--- src/hw/rtl/vpd_pkg.sv ---
// Shared types and constants of the video packet deframer.
package vpd_pkg;

    localparam int PAYLOAD_WORDS = 80;
    localparam int MAX_PACKETS   = 60;
    localparam int MAX_SEGMENTS  = 4;
    localparam int QUEUE_DEPTH   = 4;

    localparam logic [6:0]  LAST_POS       = 7'(PAYLOAD_WORDS + 1);
    localparam logic [3:0]  DISCARD_NIBBLE = 4'hf;
    localparam logic [11:0] CHECK_PACKET   = 12'd20;
    localparam logic [5:0]  PACKETS_RESET  = 6'd60;
    localparam logic [2:0]  SEGMENTS_RESET = 3'd4;

    typedef enum logic {
        REG_PACKETS  = 1'b0,
        REG_SEGMENTS = 1'b1
    } reg_index_t;

    typedef enum logic [1:0] {
        KIND_PAYLOAD = 2'd0,
        KIND_PKT_ERR = 2'd1,
        KIND_SEG_ERR = 2'd2
    } kind_t;

    typedef struct packed {
        logic [5:0] packets_per_segment;
        logic [2:0] segments_per_frame;
    } cfg_t;

    typedef struct packed {
        kind_t       kind;
        logic [15:0] data_word;
        logic [14:0] word_address;
        logic        frame_end;
    } result_t;

endpackage

--- src/hw/rtl/video_packet_deframer.sv ---
// Top level of the video packet deframer: config registers, front end and result queue.
//
// s_ channel: one 16-bit stream word per item, packets of ID, CRC and 80 payload words.
// m_ channel: one result per payload word, or one error item on a rejected packet ID.
//   m_tuser carries the kind (payload, packet number error, segment number error),
//   m_tdata the payload word and its frame word address, m_tlast the frame end.
// Config (APB): 0x0 packets per segment, 0x4 segments per frame; write only while idle.
// A result reaches m_ in the cycle after its word is accepted when the queue is empty.
// Throughput: one word per cycle while s_tready is high; the front end checks and
//   addresses each word combinationally and the result queue takes one item per cycle.
// When the receiver stalls, the queue absorbs up to QUEUE_DEPTH results, then s_tready
//   drops until space frees up. No item is dropped or repeated.
// Reset: registers return to 60 packets and 4 segments, the queue empties and the block
//   expects packet 0 of segment 1 at the next word.
module video_packet_deframer #(
    parameter int QUEUE_DEPTH = vpd_pkg::QUEUE_DEPTH
) (
    input  logic        aclk,
    input  logic        aresetn,
    input  logic        psel,
    input  logic        penable,
    input  logic        pwrite,
    input  logic [2:0]  paddr,
    input  logic [31:0] pwdata,
    output logic [31:0] prdata,
    output logic        pready,
    input  logic        s_tvalid,
    output logic        s_tready,
    input  logic [15:0] s_tdata,   // [15:0] stream_word
    output logic        m_tvalid,
    input  logic        m_tready,
    output logic [31:0] m_tdata,   // [15:0] data_word, [30:16] word_address, [31] zero
    output logic [1:0]  m_tuser,   // [1:0] kind
    output logic        m_tlast    // frame_end
);
    import vpd_pkg::*;

    cfg_t       cfg_reg;
    reg_index_t reg_sel;
    logic       cfg_write;
    logic       queue_full;
    logic       push;
    result_t    push_item;
    result_t    head_item;

    assign pready    = 1'b1;
    assign reg_sel   = reg_index_t'(paddr[2]);
    assign cfg_write = psel && penable && pwrite && pready;

    always_ff @(posedge aclk) begin
        if (!aresetn) begin
            cfg_reg.packets_per_segment <= PACKETS_RESET;
            cfg_reg.segments_per_frame  <= SEGMENTS_RESET;
        end else if (cfg_write) begin
            unique case (reg_sel)
                REG_PACKETS:  cfg_reg.packets_per_segment <= pwdata[5:0];
                REG_SEGMENTS: cfg_reg.segments_per_frame  <= pwdata[2:0];
                default: ;
            endcase
        end
    end

    always_comb begin
        unique case (reg_sel)
            REG_PACKETS:  prdata = 32'(cfg_reg.packets_per_segment);
            REG_SEGMENTS: prdata = 32'(cfg_reg.segments_per_frame);
            default:      prdata = 32'd0;
        endcase
    end

    assign s_tready = !queue_full;

    vpd_front u_front (
        .aclk      (aclk),
        .aresetn   (aresetn),
        .cfg       (cfg_reg),
        .in_valid  (s_tvalid),
        .in_word   (s_tdata),
        .in_ready  (s_tready),
        .push      (push),
        .push_item (push_item)
    );

    vpd_queue #(
        .DEPTH (QUEUE_DEPTH)
    ) u_queue (
        .aclk       (aclk),
        .aresetn    (aresetn),
        .push       (push),
        .push_item  (push_item),
        .full       (queue_full),
        .head_valid (m_tvalid),
        .head_item  (head_item),
        .pop_ready  (m_tready)
    );

    assign m_tdata = {1'b0, head_item.word_address, head_item.data_word};
    assign m_tuser = head_item.kind;
    assign m_tlast = head_item.frame_end;

endmodule

--- src/hw/rtl/vpd_front.sv ---
// Front end: tracks packet position, checks IDs and builds result items.
module vpd_front (
    input  logic             aclk,
    input  logic             aresetn,
    input  vpd_pkg::cfg_t    cfg,
    input  logic             in_valid,
    input  logic [15:0]      in_word,
    input  logic             in_ready,
    output logic             push,
    output vpd_pkg::result_t push_item
);
    import vpd_pkg::*;

    logic [6:0]  pos_reg, pos_next;
    logic [5:0]  pkt_reg, pkt_next;
    logic [2:0]  seg_reg, seg_next;
    logic        skip_reg, skip_next;
    logic        rep_reg, rep_next;
    logic [14:0] addr_reg, addr_next;

    logic [6:0]  eff_p;
    logic [2:0]  eff_s;
    logic [2:0]  seg0;
    logic [9:0]  seg_base;
    logic [10:0] pkt_linear;
    logic [17:0] base_full;
    logic        accept;

    assign accept = in_valid && in_ready;

    always_comb begin
        if (cfg.packets_per_segment == 6'd0) begin
            eff_p = 7'd1;
        end else if (7'(cfg.packets_per_segment) > 7'(MAX_PACKETS)) begin
            eff_p = 7'(MAX_PACKETS);
        end else begin
            eff_p = 7'(cfg.packets_per_segment);
        end
        if (cfg.segments_per_frame == 3'd0) begin
            eff_s = 3'd1;
        end else if (cfg.segments_per_frame > 3'(MAX_SEGMENTS)) begin
            eff_s = 3'(MAX_SEGMENTS);
        end else begin
            eff_s = cfg.segments_per_frame;
        end
    end

    assign seg0       = seg_reg - 3'd1;
    assign seg_base   = 10'(seg0) * 10'(eff_p);
    assign pkt_linear = 11'(seg_base) + 11'(pkt_reg);
    assign base_full  = 18'(pkt_linear) * 18'(PAYLOAD_WORDS);

    always_comb begin
        pos_next  = pos_reg;
        pkt_next  = pkt_reg;
        seg_next  = seg_reg;
        skip_next = skip_reg;
        rep_next  = rep_reg;
        addr_next = addr_reg;
        push      = 1'b0;
        push_item = '{kind: KIND_PAYLOAD, data_word: 16'd0, word_address: 15'd0,
                      frame_end: 1'b0};
        if (accept) begin
            pos_next = (pos_reg >= LAST_POS) ? 7'd0 : pos_reg + 7'd1;
            if (pos_reg == 7'd0) begin
                skip_next = 1'b0;
                if (in_word[11:8] == DISCARD_NIBBLE) begin
                    skip_next = 1'b1;
                end else begin
                    priority if (in_word[11:0] != 12'(pkt_reg)) begin
                        push           = 1'b1;
                        push_item.kind = KIND_PKT_ERR;
                    end else if (in_word[11:0] == CHECK_PACKET &&
                                 in_word[14:12] != 3'd0 &&
                                 in_word[14:12] != seg_reg) begin
                        push           = 1'b1;
                        push_item.kind = KIND_SEG_ERR;
                    end else begin
                        if (in_word[11:0] == CHECK_PACKET && in_word[14:12] == 3'd0) begin
                            rep_next = 1'b1;
                        end
                        addr_next = base_full[14:0];
                    end
                    if (push) begin
                        pkt_next  = 6'd0;
                        seg_next  = 3'd1;
                        rep_next  = 1'b0;
                        skip_next = 1'b1;
                    end
                end
            end else if (pos_reg >= 7'd2 && !skip_reg) begin
                push                   = 1'b1;
                push_item.data_word    = in_word;
                push_item.word_address = addr_reg;
                addr_next              = addr_reg + 15'd1;
                if (pos_reg >= LAST_POS) begin
                    if (7'(pkt_reg) + 7'd1 >= eff_p) begin
                        pkt_next = 6'd0;
                        if (rep_reg) begin
                            rep_next = 1'b0;
                        end else if (seg_reg >= eff_s) begin
                            seg_next            = 3'd1;
                            push_item.frame_end = 1'b1;
                        end else begin
                            seg_next = seg_reg + 3'd1;
                        end
                    end else begin
                        pkt_next = pkt_reg + 6'd1;
                    end
                end
            end
        end
    end

    always_ff @(posedge aclk) begin
        if (!aresetn) begin
            pos_reg  <= 7'd0;
            pkt_reg  <= 6'd0;
            seg_reg  <= 3'd1;
            skip_reg <= 1'b0;
            rep_reg  <= 1'b0;
            addr_reg <= 15'd0;
        end else begin
            pos_reg  <= pos_next;
            pkt_reg  <= pkt_next;
            seg_reg  <= seg_next;
            skip_reg <= skip_next;
            rep_reg  <= rep_next;
            addr_reg <= addr_next;
        end
    end

endmodule

--- src/hw/rtl/vpd_queue.sv ---
// Back end: short result queue whose head drives the output channel.
module vpd_queue #(
    parameter int DEPTH = vpd_pkg::QUEUE_DEPTH
) (
    input  logic             aclk,
    input  logic             aresetn,
    input  logic             push,
    input  vpd_pkg::result_t push_item,
    output logic             full,
    output logic             head_valid,
    output vpd_pkg::result_t head_item,
    input  logic             pop_ready
);
    import vpd_pkg::*;

    localparam int PW = (DEPTH > 1) ? $clog2(DEPTH) : 1;
    localparam int CW = $clog2(DEPTH + 1);

    result_t         mem_reg [DEPTH];
    logic [PW-1:0]   wr_reg, wr_next;
    logic [PW-1:0]   rd_reg, rd_next;
    logic [CW-1:0]   cnt_reg, cnt_next;
    logic            pop;

    assign full       = (cnt_reg == CW'(DEPTH));
    assign head_valid = (cnt_reg != '0);
    assign head_item  = mem_reg[rd_reg];
    assign pop        = head_valid && pop_ready;

    always_comb begin
        wr_next  = wr_reg;
        rd_next  = rd_reg;
        cnt_next = cnt_reg;
        if (push) begin
            wr_next = (wr_reg == PW'(DEPTH - 1)) ? '0 : wr_reg + PW'(1);
        end
        if (pop) begin
            rd_next = (rd_reg == PW'(DEPTH - 1)) ? '0 : rd_reg + PW'(1);
        end
        if (push && !pop) begin
            cnt_next = cnt_reg + CW'(1);
        end else if (pop && !push) begin
            cnt_next = cnt_reg - CW'(1);
        end
    end

    always_ff @(posedge aclk) begin
        if (!aresetn) begin
            wr_reg  <= '0;
            rd_reg  <= '0;
            cnt_reg <= '0;
        end else begin
            wr_reg  <= wr_next;
            rd_reg  <= rd_next;
            cnt_reg <= cnt_next;
        end
    end

    always_ff @(posedge aclk) begin
        if (push) begin
            mem_reg[wr_reg] <= push_item;
        end
    end

endmodule

--- config.mk ---
export PLATFORM = sky130hd
export DESIGN_NAME = video_packet_deframer
export DESIGN_NICKNAME = d
export VERILOG_FILES = /design/src/hw/rtl/vpd_pkg.sv /design/src/hw/rtl/video_packet_deframer.sv /design/src/hw/rtl/vpd_front.sv /design/src/hw/rtl/vpd_queue.sv
export SDC_FILE = /design/constraint.sdc
export NUM_CORES = 1
export LEC_CHECK = 0
export BUFFER_PORTS_ARGS = -buffer_cell sky130_fd_sc_hd__buf_2
export CAP_MARGIN = 5
export CORE_MARGIN = 3
export CORE_UTILIZATION = 56
export DETAILED_ROUTE_END_ITERATION = 8
export PLACE_DENSITY = 0.84
export REMOVE_ABC_BUFFERS = 1
export SYNTH_ARGS = -nofsm -noshare
export SYNTH_HDL_FRONTEND = slang
export SYNTH_SLANG_ARGS = --single-unit
--- constraint.sdc ---
create_clock -name aclk -period 14.5 [get_ports aclk]
set_input_delay 1.45 -clock aclk [delete_from_list [all_inputs] [get_ports aclk]]
set_output_delay 1.45 -clock aclk [all_outputs]
set_load 0.03 [all_outputs]
# After elaboration in Yosys (flattened, before gate mapping)
# Memory sizes are Yosys's and may differ from the RTL's. A register that Yosys moved wholly into a read port is not among the register bits.
# Index checks and enable logic that the tools add are counted.
# W data, S select, Z words.
dict set report classes {
  addsub 11
  n_mul 2
  n_lt_le_gt_ge 6
  n_eq_ne 15
  n_mux 64
  n_bitwise 1
  n_reduce_logical 31
}
# op n
set ops {}
lappend ops {{$mux W15} 5}
lappend ops {{$mux W32} 2}
lappend ops {{$pmux W32 S2} 1}
lappend ops {{$mux W6} 7}
lappend ops {{$mux W3} 12}
lappend ops {{$mux W34} 1}
lappend ops {{$mux W1} 26}
lappend ops {{$mux W2} 8}
lappend ops {{$add A15 B1 Y15 const B} 1}
lappend ops {{$mux W7} 2}
lappend ops {{$eq A12 B5 Y1 const B} 1}
lappend ops {{$ne A12 B6 Y1} 1}
lappend ops {{$add A10 B6 Y11} 1}
lappend ops {{$mul A11 B3 Y11 const B} 1}
lappend ops {{$logic_and A1 B1 Y1} 10}
lappend ops {{$mul A3 B7 Y10} 1}
lappend ops {{$ne A2 B2 Y1 const B} 5}
lappend ops {{$reduce_and A5 Y1} 2}
lappend ops {{$ne A3 B3 Y1 const B} 3}
lappend ops {{$reduce_and A8 Y1} 1}
lappend ops {{$reduce_bool A2 Y1} 4}
lappend ops {{$add A6 B1 Y7 const B} 1}
lappend ops {{$add A7 B1 Y7 const B} 1}
lappend ops {{$ge A7 B2 Y1 const B} 1}
lappend ops {{other kinds (21)} 32}
dict set report totals {
  regBits 49
  mem_bits_rw 136
  input_bits 58
  out_inout_bits 70
  wordCells 142
  memories 1
}
# name depth width read_ports rd_clocked_by_memory_dff wr line_no
set mem_list {}
lappend mem_list {u_queue.mem_reg 4 34 1 1 1 vpd_queue.sv:19} ;# result_t mem_reg [DEPTH];

# Logic depth before layout (Yosys ltp)
# Gate-level depths: netlist of the first run.
dict set report logic_depth {
  depth_word 15
  mapped_depth 25
  mapped_depth_nobuf 25
}

# Hierarchy
# A second synthesis of the first run with hierarchy kept.
dict set report unflattened {
  cells_unflattened 780
  hier_area_um2 9933.3
}
# module n_inst cells_per_inst area_each_um2 seq_area_each_um2
set by_module_without_submodules {}
lappend by_module_without_submodules {vpd_queue 1 224 5413.9 4264.1}
lappend by_module_without_submodules {vpd_front 1 481 3851.2 660.6}
lappend by_module_without_submodules {video_packet_deframer 1 75 668.1 180.2}

# Worst setup path before layout of the first run
# No wires, ideal clock.
dict set report synth_path {
  path_kind {register to register}
  from {reg u_front.seg_reg[1]}
  to {reg u_front.addr_reg[12]}
  setup_ns 0.119
  t_arrival_ns 5.181
  t_required_ns 14.381
  setup_slack_ns 9.200
  stages_incl_launch_ff 23
  n_path_buf 1
  period_less_slack_ns 5.300
  cell_sequence {dfxtp_1 > clkbuf_1 > inv_1 > ha_1 > or2_2 > fa_1 > inv_1 > ha_1 > fa_1 > xor2_1 > ha_1 > a21oi_1 > nor2b_1 > o31ai_1 > xor2_1 > xnor2_1 > ha_1 > nand3_1 > o211ai_1 > or3_1 > a21oi_1 > a21oi_1 > o221a_2}
}
dict set report synth_between {
  elab_chain_cells 8
  word_cells_on_any_way 12
  classes_between {2 x add/sub; 2 x mul; 2 x eq/ne; 4 x mux; 2 x reduce/logical}
}
# item line_no
set synth_rtl {}
lappend synth_rtl {{from (decl)} vpd_front.sv:16} ;# logic [2:0] seg_reg, seg_next;
lappend synth_rtl {{from (signal assigned)} vpd_front.sv:126} ;# seg_reg <= seg_next;
lappend synth_rtl {{$sub A3 B1 Y3} vpd_front.sv:48} ;# assign seg0 = seg_reg - 3'd1;
lappend synth_rtl {{$mul A3 B7 Y10} vpd_front.sv:49} ;# assign seg_base = 10'(seg0) * 10'(eff_p);
lappend synth_rtl {{$add A10 B6 Y11} vpd_front.sv:50} ;# assign pkt_linear = 11'(seg_base) + 11'(pkt_reg);
lappend synth_rtl {{$mul A11 B3 Y11} vpd_front.sv:51} ;# assign base_full = 18'(pkt_linear) * 18'(PAYLOAD_WORDS);
lappend synth_rtl {{$mux W15} vpd_front.sv:73} ;# end else if (in_word[11:0] == CHECK_PACKET &&
lappend synth_rtl {{$mux W15} vpd_front.sv:70} ;# priority if (in_word[11:0] != 12'(pkt_reg)) begin
lappend synth_rtl {{$mux W15} vpd_front.sv:67} ;# if (in_word[11:8] == DISCARD_NIBBLE) begin
lappend synth_rtl {{$mux W15} vpd_front.sv:65} ;# if (pos_reg == 7'd0) begin
lappend synth_rtl {{to (signal assigned)} vpd_front.sv:129} ;# addr_reg <= addr_next;
lappend synth_rtl {{to (decl)} vpd_front.sv:19} ;# logic [14:0] addr_reg, addr_next;
# Parallel ways exist; a longest one is shown, timed or not. The select of a mux whose other input is x is not followed.
# A chain may end at the register's enable or synchronous reset.

# Worst setup path in the final report of the first run
dict set report layout_path {
  from {reg u_front.seg_reg[0]}
  to {reg u_front.addr_reg[12]}
}
# The elaborated chain is that of the path after synthesis.

==> qor.log, run 1 <==
INFO  synthesis      synth.area.top_cells=sky130_fd_sc_hd__edfxtp_1, sky130_fd_sc_hd__dfxtp_1, sky130_fd_sc_hd__mux4_2
INFO  synthesis      synth_largest_area_cell=sky130_fd_sc_hd__edfxtp_1
INFO  floorplan      design.portCount=128
INFO  synthesis      synth_edf_count=136
INFO  synthesis      yosysWarningCount=0
INFO  place          gp_congestion=0.8607
INFO  clock_network  cts_tree=yes
INFO  hold_path      worstHoldPathType=register to register
INFO  synthesis      syn-mean-instance-area=12.07squm
INFO  synthesis      post_synth_inst_count=814
INFO  clock_network  clock_insertion_delay_worst_skew=0.44ns
INFO  run_status     status=complete, no violations
INFO  critical_path  timing.critical_path.fanout_max=8
INFO  synthesis      yosys_most_used_dff=sky130_fd_sc_hd__edfxtp_1
INFO  floorplan      die_width=138.5microns
INFO  timing         post-route-min-period=5.902ns
INFO  layout         area.growth.synth_to_final=10.96%
INFO  global_route   largest_net_degree_at_the_start_of_global_routing=38
INFO  critical_path  timing.critical_path.from_type=register
INFO  critical_path  cp_common_cell=sky130_fd_sc_hd__ha_1
INFO  critical_path  max_stage_delay_cell_worst_path=sky130_fd_sc_hd__fa_1
INFO  route          avg_wl_per_cell=18.52microns
INFO  synthesis      post-synth-top-area-fraction=41.56%
INFO  timing         tns=0ns
INFO  critical_path  critPathArrivalTime=6.23ns
INFO  timing         finalHoldViolCount=0
INFO  global_route   global_route.overflow_total=0
INFO  critical_path  worst_path_largest_cell_delay=0.56ns
INFO  clock_network  cts.sinks=187
INFO  run            maxCapViolations=0
INFO  timing         tightestPinTransition=1.029ns
INFO  timing         timing_max_transition_violations_final=0
INFO  floorplan      fp.dieH=138.5microns
INFO  route          routed_via_density=5.913
INFO  synthesis      synth_seq_cells=187
INFO  timing         final_min_period_over_clock_period=40.70%
INFO  clock_network  postCtsSetupRepairBufs=0
INFO  clock_network  cts.root.buffer_cell=sky130_fd_sc_hd__clkbuf_16
INFO  critical_path  worst_ep_required_time=14.83ns
INFO  layout         largest_register_ff_count=136
INFO  route          detail-route-antenna-nets=0
INFO  synthesis      synth_async_sr_flop_share=0%
INFO  clock_network  ctsLongestPathBuffers=2
INFO  timing         timing.clock.skew=0.01326ns
INFO  hold_path      hold_path_depth=2
INFO  floorplan      core-area=16880squm
INFO  clock_network  holdBufCountCts=0
INFO  layout         layout.cells.most_common_list=sky130_fd_sc_hd__edfxtp_1, sky130_fd_sc_hd__buf_2, sky130_fd_sc_hd__nor2_1
INFO  layout         final_nets=998
INFO  clock_network  htreeDepth=4
INFO  synthesis      post_synthesis_instance_area=9826squm
INFO  power          power.total=1676uW
INFO  route          drt_drc_violations_left=0
INFO  timing         finalSetupViolCount=0
INFO  layout         layout-drive-gt1-share=19.26%
INFO  clock_network  clkSlewWorstSetupHoldPaths=0.08ns
INFO  global_route   antenna_violations_before_repair=1
INFO  critical_path  timing.critical_path.cells=inv_1 -> ha_1 -> xor2_1 -> nand2_1 -> fa_1 -> inv_1 -> ha_1 -> fa_1 -> xor2_1 -> ha_1 -> a21oi_1 -> nor2b_1 -> o31ai_1 -> xor2_1 -> xnor2_1 -> ha_1 -> nand3_1 -> o211ai_1 -> or3_1 -> a21oi_1 -> a21oi_1 -> o221a_2
INFO  timing         worst_slew_margin_rel=31.16%
INFO  route          wl=20630microns
INFO  route          firstDrtPassIters=5
INFO  global_route   grt_pass1_wl=32980microns
INFO  place          io_buffer_count=71
INFO  power          powerDensity=153.7nW/um^2
INFO  timing         grt_setup_unrepaired=false
INFO  critical_path  worst-r2r-cell-count=22
INFO  critical_path  path_class=register to register
INFO  route          detailroute.via_count=6587
INFO  floorplan      fp-row-count=47
INFO  route          detailedRoute.firstIterationViolations=627
INFO  global_route   grtUsageTotal=21.34%
INFO  synthesis      synthDistinctLibCells=67
INFO  clock_network  cts.repair.resized=0
INFO  floorplan      floorplan.initialDensity=58.22%
INFO  floorplan      dieArea=19170squm
INFO  critical_path  rrSetupSlack=8.60ns
INFO  place          dpl.hpwl=13540microns
INFO  power          leakagePower=0.004318uW
INFO  layout         leading_cell_type_in_the_layout_fill_and_taps_excluded=sky130_fd_sc_hd__edfxtp_1
INFO  global_route   via_count_of_the_first_global_routing_pass=6280
INFO  critical_path  kind_of_end_point_of_the_critical_path=register
INFO  synthesis      proportion_of_synthesized_chip_area_in_sequential_cells=51.95%
INFO  clock_network  cts_buffers=17
INFO  timing         fmaxAchievable=169.4MHz
INFO  power          max-vdd-ir-drop=0.08845mV
## worst max-delay path: cells and delay by family (launching register included)
| kind | cells | cell delay [ns] |
|---|---|---|
| DFF | 1 | 0.44 |
| and+or+nand+nor | 4 | 0.67 |
| xor gates and xnor gates | 4 | 0.99 |
| buffers and inverters | 2 | 0.24 |
| AOI/OAI and AO/OA | 6 | 1.31 |
| adders and majority gates | 6 | 2.13 |
## worst paths after layout
check / from / end
worst max-delay path: u_front.seg_reg[0]$_SDFFE_PN1P_ / u_front.addr_reg[12]$_SDFFE_PN0P_
worst min-delay path: u_queue.rd_reg[1]$_SDFFE_PN0P_ / register
worst max register to register: u_front.seg_reg[0]$_SDFFE_PN1P_ / u_front.addr_reg[12]$_SDFFE_PN0P_
worst min register to register: u_queue.rd_reg[1]$_SDFFE_PN0P_ / register
## per-layer routing
layer | wire length [microns] | global-route usage, %
met1 | 8723 | 28.31
met2 | 10290 | 35.61
met3 | 1193 | 3.833
met4 | 426 | 7.644
met5 | 0 | 0
## cell type report
type,count,area (sq um)
Inverter,35,131.4
Timing Repair Buffer,80,422.9
Antenna cell,1,2.502
Fill cell,1211,5974
Sequential cell,187,5106
Clock buffer,17,425.4
Clock inverter,15,183.9
Multi-Input combinational cell,559,4355
Tap cell,220,275.3
## through the flow
stage | cell area, sq um | instances | utilization, % | hold slack, ns | setup slack [ns]
CTS | 10900 | 1113 | 64.59 | 0.5077 | 8.594
global route | 10900 | 1114 | 64.60 | 0.5429 | 8.140
floorplan | 9585 | 781 | - | 0.4409 | 9.274
global placement | 10290 | 1081 | 60.98 | 0.4715 | 8.683
finish | 10900 | 1114 | 64.60 | 0.5098 | 8.598
detailed placement | 10290 | 1081 | 60.98 | 0.4982 | 8.618
## power by group
part | internal (uW) | switching [uW] | total [uW] | leakage, uW
clock | 235 | 233 | 469 | 0.000296
sequential | 628 | 25.6 | 653 | 0.00165
combinational | 205 | 348 | 553 | 0.00237
total | 1070 | 607 | 1680 | 0.00432
## synthesized netlist by cell type (10+ instances only)
cell,instances
sky130_fd_sc_hd__dfxtp_1,51
sky130_fd_sc_hd__clkbuf_1,26
sky130_fd_sc_hd__ha_1,52
sky130_fd_sc_hd__nor3_1,10
sky130_fd_sc_hd__a21oi_1,37
sky130_fd_sc_hd__buf_4,29
sky130_fd_sc_hd__nor2_1,67
sky130_fd_sc_hd__and3_1,34
sky130_fd_sc_hd__o21ai_0,20
sky130_fd_sc_hd__nand2_1,56
sky130_fd_sc_hd__edfxtp_1,136
sky130_fd_sc_hd__nand3_1,20
sky130_fd_sc_hd__xor2_1,19
sky130_fd_sc_hd__mux4_2,34
sky130_fd_sc_hd__inv_1,34
sky130_fd_sc_hd__xnor2_1,19
## logic make-up after synthesis
family,count (synthesis),synth area share (%)
AO/OA/AOI/OAI,126,8.723
XOR/XNOR,38,3.387
adder cells (fa/ha/maj),60,8.252
buffers and inverters,94,4.775
flip-flops,187,51.95
multiplexers,45,8.939
other,2,0.07643
AND/OR/NAND/NOR,262,13.89
No activity file was read; power rests on OpenSTA's default activity.
==> run 2: changes to the inputs <==
--- a/config.mk
+++ b/config.mk
@@ -5,6 +5,7 @@
 export SDC_FILE = /design/constraint.sdc
 export NUM_CORES = 1
 export LEC_CHECK = 0
+export ABC_AREA = 1
 export BUFFER_PORTS_ARGS = -buffer_cell sky130_fd_sc_hd__buf_2
 export CAP_MARGIN = 5
 export CORE_MARGIN = 3
==> constraint.sdc (replaced) <==
create_clock -name aclk -period 5.6 [get_ports aclk]
set_input_delay 0.56 -clock aclk [delete_from_list [all_inputs] [get_ports aclk]]
set_output_delay 0.56 -clock aclk [all_outputs]
set_load 0.03 [all_outputs]
==> qor.log, run 2 <==
INFO  run_status     status=complete, no violations
INFO  synthesis      post_synth_inst_count=1064
INFO  clock_network  clkSlewWorstSetupHoldPaths=0.07ns
INFO  synthesis      post-synth-top-area-fraction=41.66%
INFO  synthesis      synth_async_sr_flop_share=0%
INFO  critical_path  worstReg2RegEnd=u_front.addr_reg[13]$_SDFFE_PN0P_
INFO  run            maxCapViolations=0
INFO  critical_path  cpLargestDelayFamily=adder cells
INFO  timing         finalHoldViolCount=0
INFO  critical_path  rrSetupSlack=0.38ns
INFO  global_route   via_count_of_the_first_global_routing_pass=7222
INFO  timing         post-route-min-period=5.220ns
INFO  critical_path  rr_startpoint=u_front.seg_reg[0]$_SDFFE_PN1P_
INFO  power          power.total=4904uW
INFO  synthesis      synth_top_cells_by_count=sky130_fd_sc_hd__nor2_1, sky130_fd_sc_hd__edfxtp_1, sky130_fd_sc_hd__nand2_1, sky130_fd_sc_hd__inv_1, sky130_fd_sc_hd__o21ai_0
INFO  timing         hold_ws=0.3516ns
INFO  timing         final_min_period_over_clock_period=93.21%
INFO  timing         worst_slew_margin_rel=24.60%
INFO  floorplan      floorplan.initialDensity=58.08%
INFO  route          detailroute.via_count=7554
INFO  synthesis      syn-mean-instance-area=9.212squm
INFO  floorplan      die_width=138.3microns
INFO  synthesis      synth_seq_cells=187
INFO  timing         finalSetupViolCount=0
INFO  layout         area.growth.synth_to_final=11.23%
INFO  route          drt_drc_violations_left=0
INFO  critical_path  kind_of_end_point_of_the_critical_path=register
INFO  route          detail-route-antenna-nets=0
INFO  synthesis      yosys.cell_count.top_type=sky130_fd_sc_hd__nor2_1
INFO  floorplan      fp-row-count=47
INFO  global_route   grt_pass1_wl=34510microns
INFO  layout         layout.cells.most_common_list=sky130_fd_sc_hd__nor2_1, sky130_fd_sc_hd__edfxtp_1, sky130_fd_sc_hd__nand2_1
INFO  route          routed_via_density=5.575
INFO  route          wl=20670microns
INFO  timing         timing_max_transition_violations_final=0
INFO  clock_network  cts.root.buffer_cell=sky130_fd_sc_hd__clkbuf_16
INFO  layout         largest_register_ff_count=136
INFO  power          leakagePower=0.004522uW
INFO  layout         n_antenna_cell=0
INFO  clock_network  cts_tree=yes
INFO  floorplan      core-area=16880squm
INFO  layout         layout-drive-gt1-share=12.51%
INFO  synthesis      yosys_most_used_dff=sky130_fd_sc_hd__edfxtp_1
INFO  global_route   global_route.overflow_total=0
INFO  power          powerDensity=449.8nW/um^2
INFO  clock_network  cts_buffers=17
INFO  critical_path  critPathArrivalTime=5.54ns
INFO  critical_path  cp_common_cell=sky130_fd_sc_hd__nand2_1
INFO  global_route   antenna_violations_before_repair=0
INFO  floorplan      dieArea=19130squm
INFO  layout         final_nets=1241
INFO  hold_path      holdPathEnd=cfg_reg[8]$_SDFFE_PN1P_
INFO  timing         fmaxAchievable=191.6MHz
INFO  place          io_buffer_count=71
INFO  route          avg_wl_per_cell=15.25microns
INFO  hold_path      hold_path_depth=3
INFO  timing         tightestPinTransition=1.128ns
INFO  power          max-vdd-ir-drop=0.3997mV
INFO  synthesis      proportion_of_synthesized_chip_area_in_sequential_cells=52.08%
INFO  critical_path  max_stage_delay_cell_worst_path=sky130_fd_sc_hd__fa_2
INFO  synthesis      synth_edf_count=136
INFO  critical_path  worst-r2r-cell-count=27
INFO  global_route   grtUsageTotal=21.89%
INFO  place          dpl.hpwl=13600microns
INFO  timing         timing.clock.skew=0.01015ns
INFO  clock_network  ctsLongestPathBuffers=2
INFO  clock_network  htreeDepth=4
INFO  layout         leading_cell_type_in_the_layout_fill_and_taps_excluded=sky130_fd_sc_hd__nor2_1
INFO  synthesis      synth_largest_area_cell=sky130_fd_sc_hd__edfxtp_1
INFO  floorplan      design.portCount=128
INFO  critical_path  path_class=register to register
INFO  critical_path  timing.critical_path.fanout_max=7
INFO  synthesis      yosysWarningCount=0
INFO  route          firstDrtPassIters=5
INFO  hold_path      hold_path_startpoint=pwdata[5]
INFO  clock_network  clock_insertion_delay_worst_skew=0.43ns
INFO  synthesis      post_synthesis_instance_area=9802squm
INFO  floorplan      fp.dieH=138.3microns
INFO  hold_path      worstHoldPathType=input pin to register
INFO  critical_path  timing.critical_path.from_type=register
INFO  critical_path  worst_path_largest_cell_delay=0.47ns
INFO  route          detailedRoute.firstIterationViolations=771
INFO  synthesis      synthDistinctLibCells=42
INFO  clock_network  cts.sinks=187
INFO  critical_path  worst_ep_required_time=5.92ns
INFO  global_route   largest_net_degree_at_the_start_of_global_routing=69
INFO  critical_path  crit_buf_inv=5
INFO  place          gp_congestion=0.8821
INFO  synthesis      synth.area.top_cells=sky130_fd_sc_hd__edfxtp_1, sky130_fd_sc_hd__dfxtp_1, sky130_fd_sc_hd__ha_1
## run 2: cell types whose count changed in the layout (fill, tap and decap cells not counted), sizes merged, moves of 26 or more
cell | before | now
mux4 | 34 | 0
nand3 | 20 | 46
and3 | 34 | 0
nand2 | 56 | 131
nor2 | 67 | 177
inv | 43 | 122
o22ai | 2 | 34
o21ai | 23 | 111
## run 2: worst max path at each step
stage                                          startpoint                                 to  slack, ns  cells past startpoint
after floorplan           u_front.seg_reg[0]$_SDFFE_PN1P_  u_front.addr_reg[13]$_SDFFE_PN0P_       0.84                     27
after global placement    u_front.seg_reg[0]$_SDFFE_PN1P_  u_front.addr_reg[14]$_SDFFE_PN0P_       0.43                     26
after detailed placement  u_front.seg_reg[0]$_SDFFE_PN1P_  u_front.addr_reg[14]$_SDFFE_PN0P_       0.27                     26
after CTS                 u_front.seg_reg[0]$_SDFFE_PN1P_  u_front.addr_reg[14]$_SDFFE_PN0P_       0.23                     26
after global routing      u_front.seg_reg[0]$_SDFFE_PN1P_  u_front.addr_reg[13]$_SDFFE_PN0P_     -0.003                     33
final                     u_front.seg_reg[0]$_SDFFE_PN1P_  u_front.addr_reg[13]$_SDFFE_PN0P_       0.38                     27
## run 2: cell families after synthesis
family / synth area share (%)
xor gates and xnor gates: 2.770
and+or+nand+nor: 16.62
DFF: 52.08
AOI/OAI and AO/OA: 12.00
other: 0.07662
buffers and inverters: 8.182
adders and majority gates: 8.272
## run 2: repair_timing
| action | CTS | global route |
|---|---|---|
| endpoints found under the hold margin | 0 | 0 |
| buffers inserted | 0 | 1 |
| hold buffers | 0 | 0 |
| endpoints found under the setup margin | 0 | 4 |
| resized for setup | 0 | 8 |
## run 2: report_power, final
group	switching, uW	internal, uW
Combinational	1320	560
Clock	506	750
Sequential	89.5	1680
## run 2: through the flow
step	cells	setup TNS, ns	cell area (sq um)	worst slack [ns]	utilization, %
final	1355	0	10900	0.3800	64.60
after global routing	1355	-0.003227	10900	-0.003227	64.60
after CTS	1354	0	10860	0.2300	64.36
after detailed placement	1323	0	10240	0.2744	60.67
after global placement	1323	0	10240	0.4313	60.67
after floorplan	1028	0	9548	0.8351	-
## run 2: routing by layer
metal / wire length (microns) / track usage, % / vias to the layer above
li1: - / - / 3672
met1: 8596 / 27.37 / 3549
met2: 10280 / 37.64 / 277
met3: 1222 / 4.109 / 56
met4: 562 / 8.892 / 0
met5: 0 / 0 / -
## run 2: area by class of cell
class                      count  area, sq um
multi-input combinational    721         4055
tap                          220        275.3
inverter                     120        450.4
clock inverter                13        192.7
fill                        1291         5974
sequential                   187         5107
clock buffer                  18        429.2
timing repair buffer          76        392.9
## run 2: worst register-to-register path, delay by kind of cell (launching register included)
kind,cells,cell delay [ns]
AOI/OAI and AO/OA,4,0.49
xor gates and xnor gates,1,0.21
adders and majority gates,8,2.63
buffers and inverters,5,0.48
DFF,1,0.40
and+or+nand+nor,9,0.93
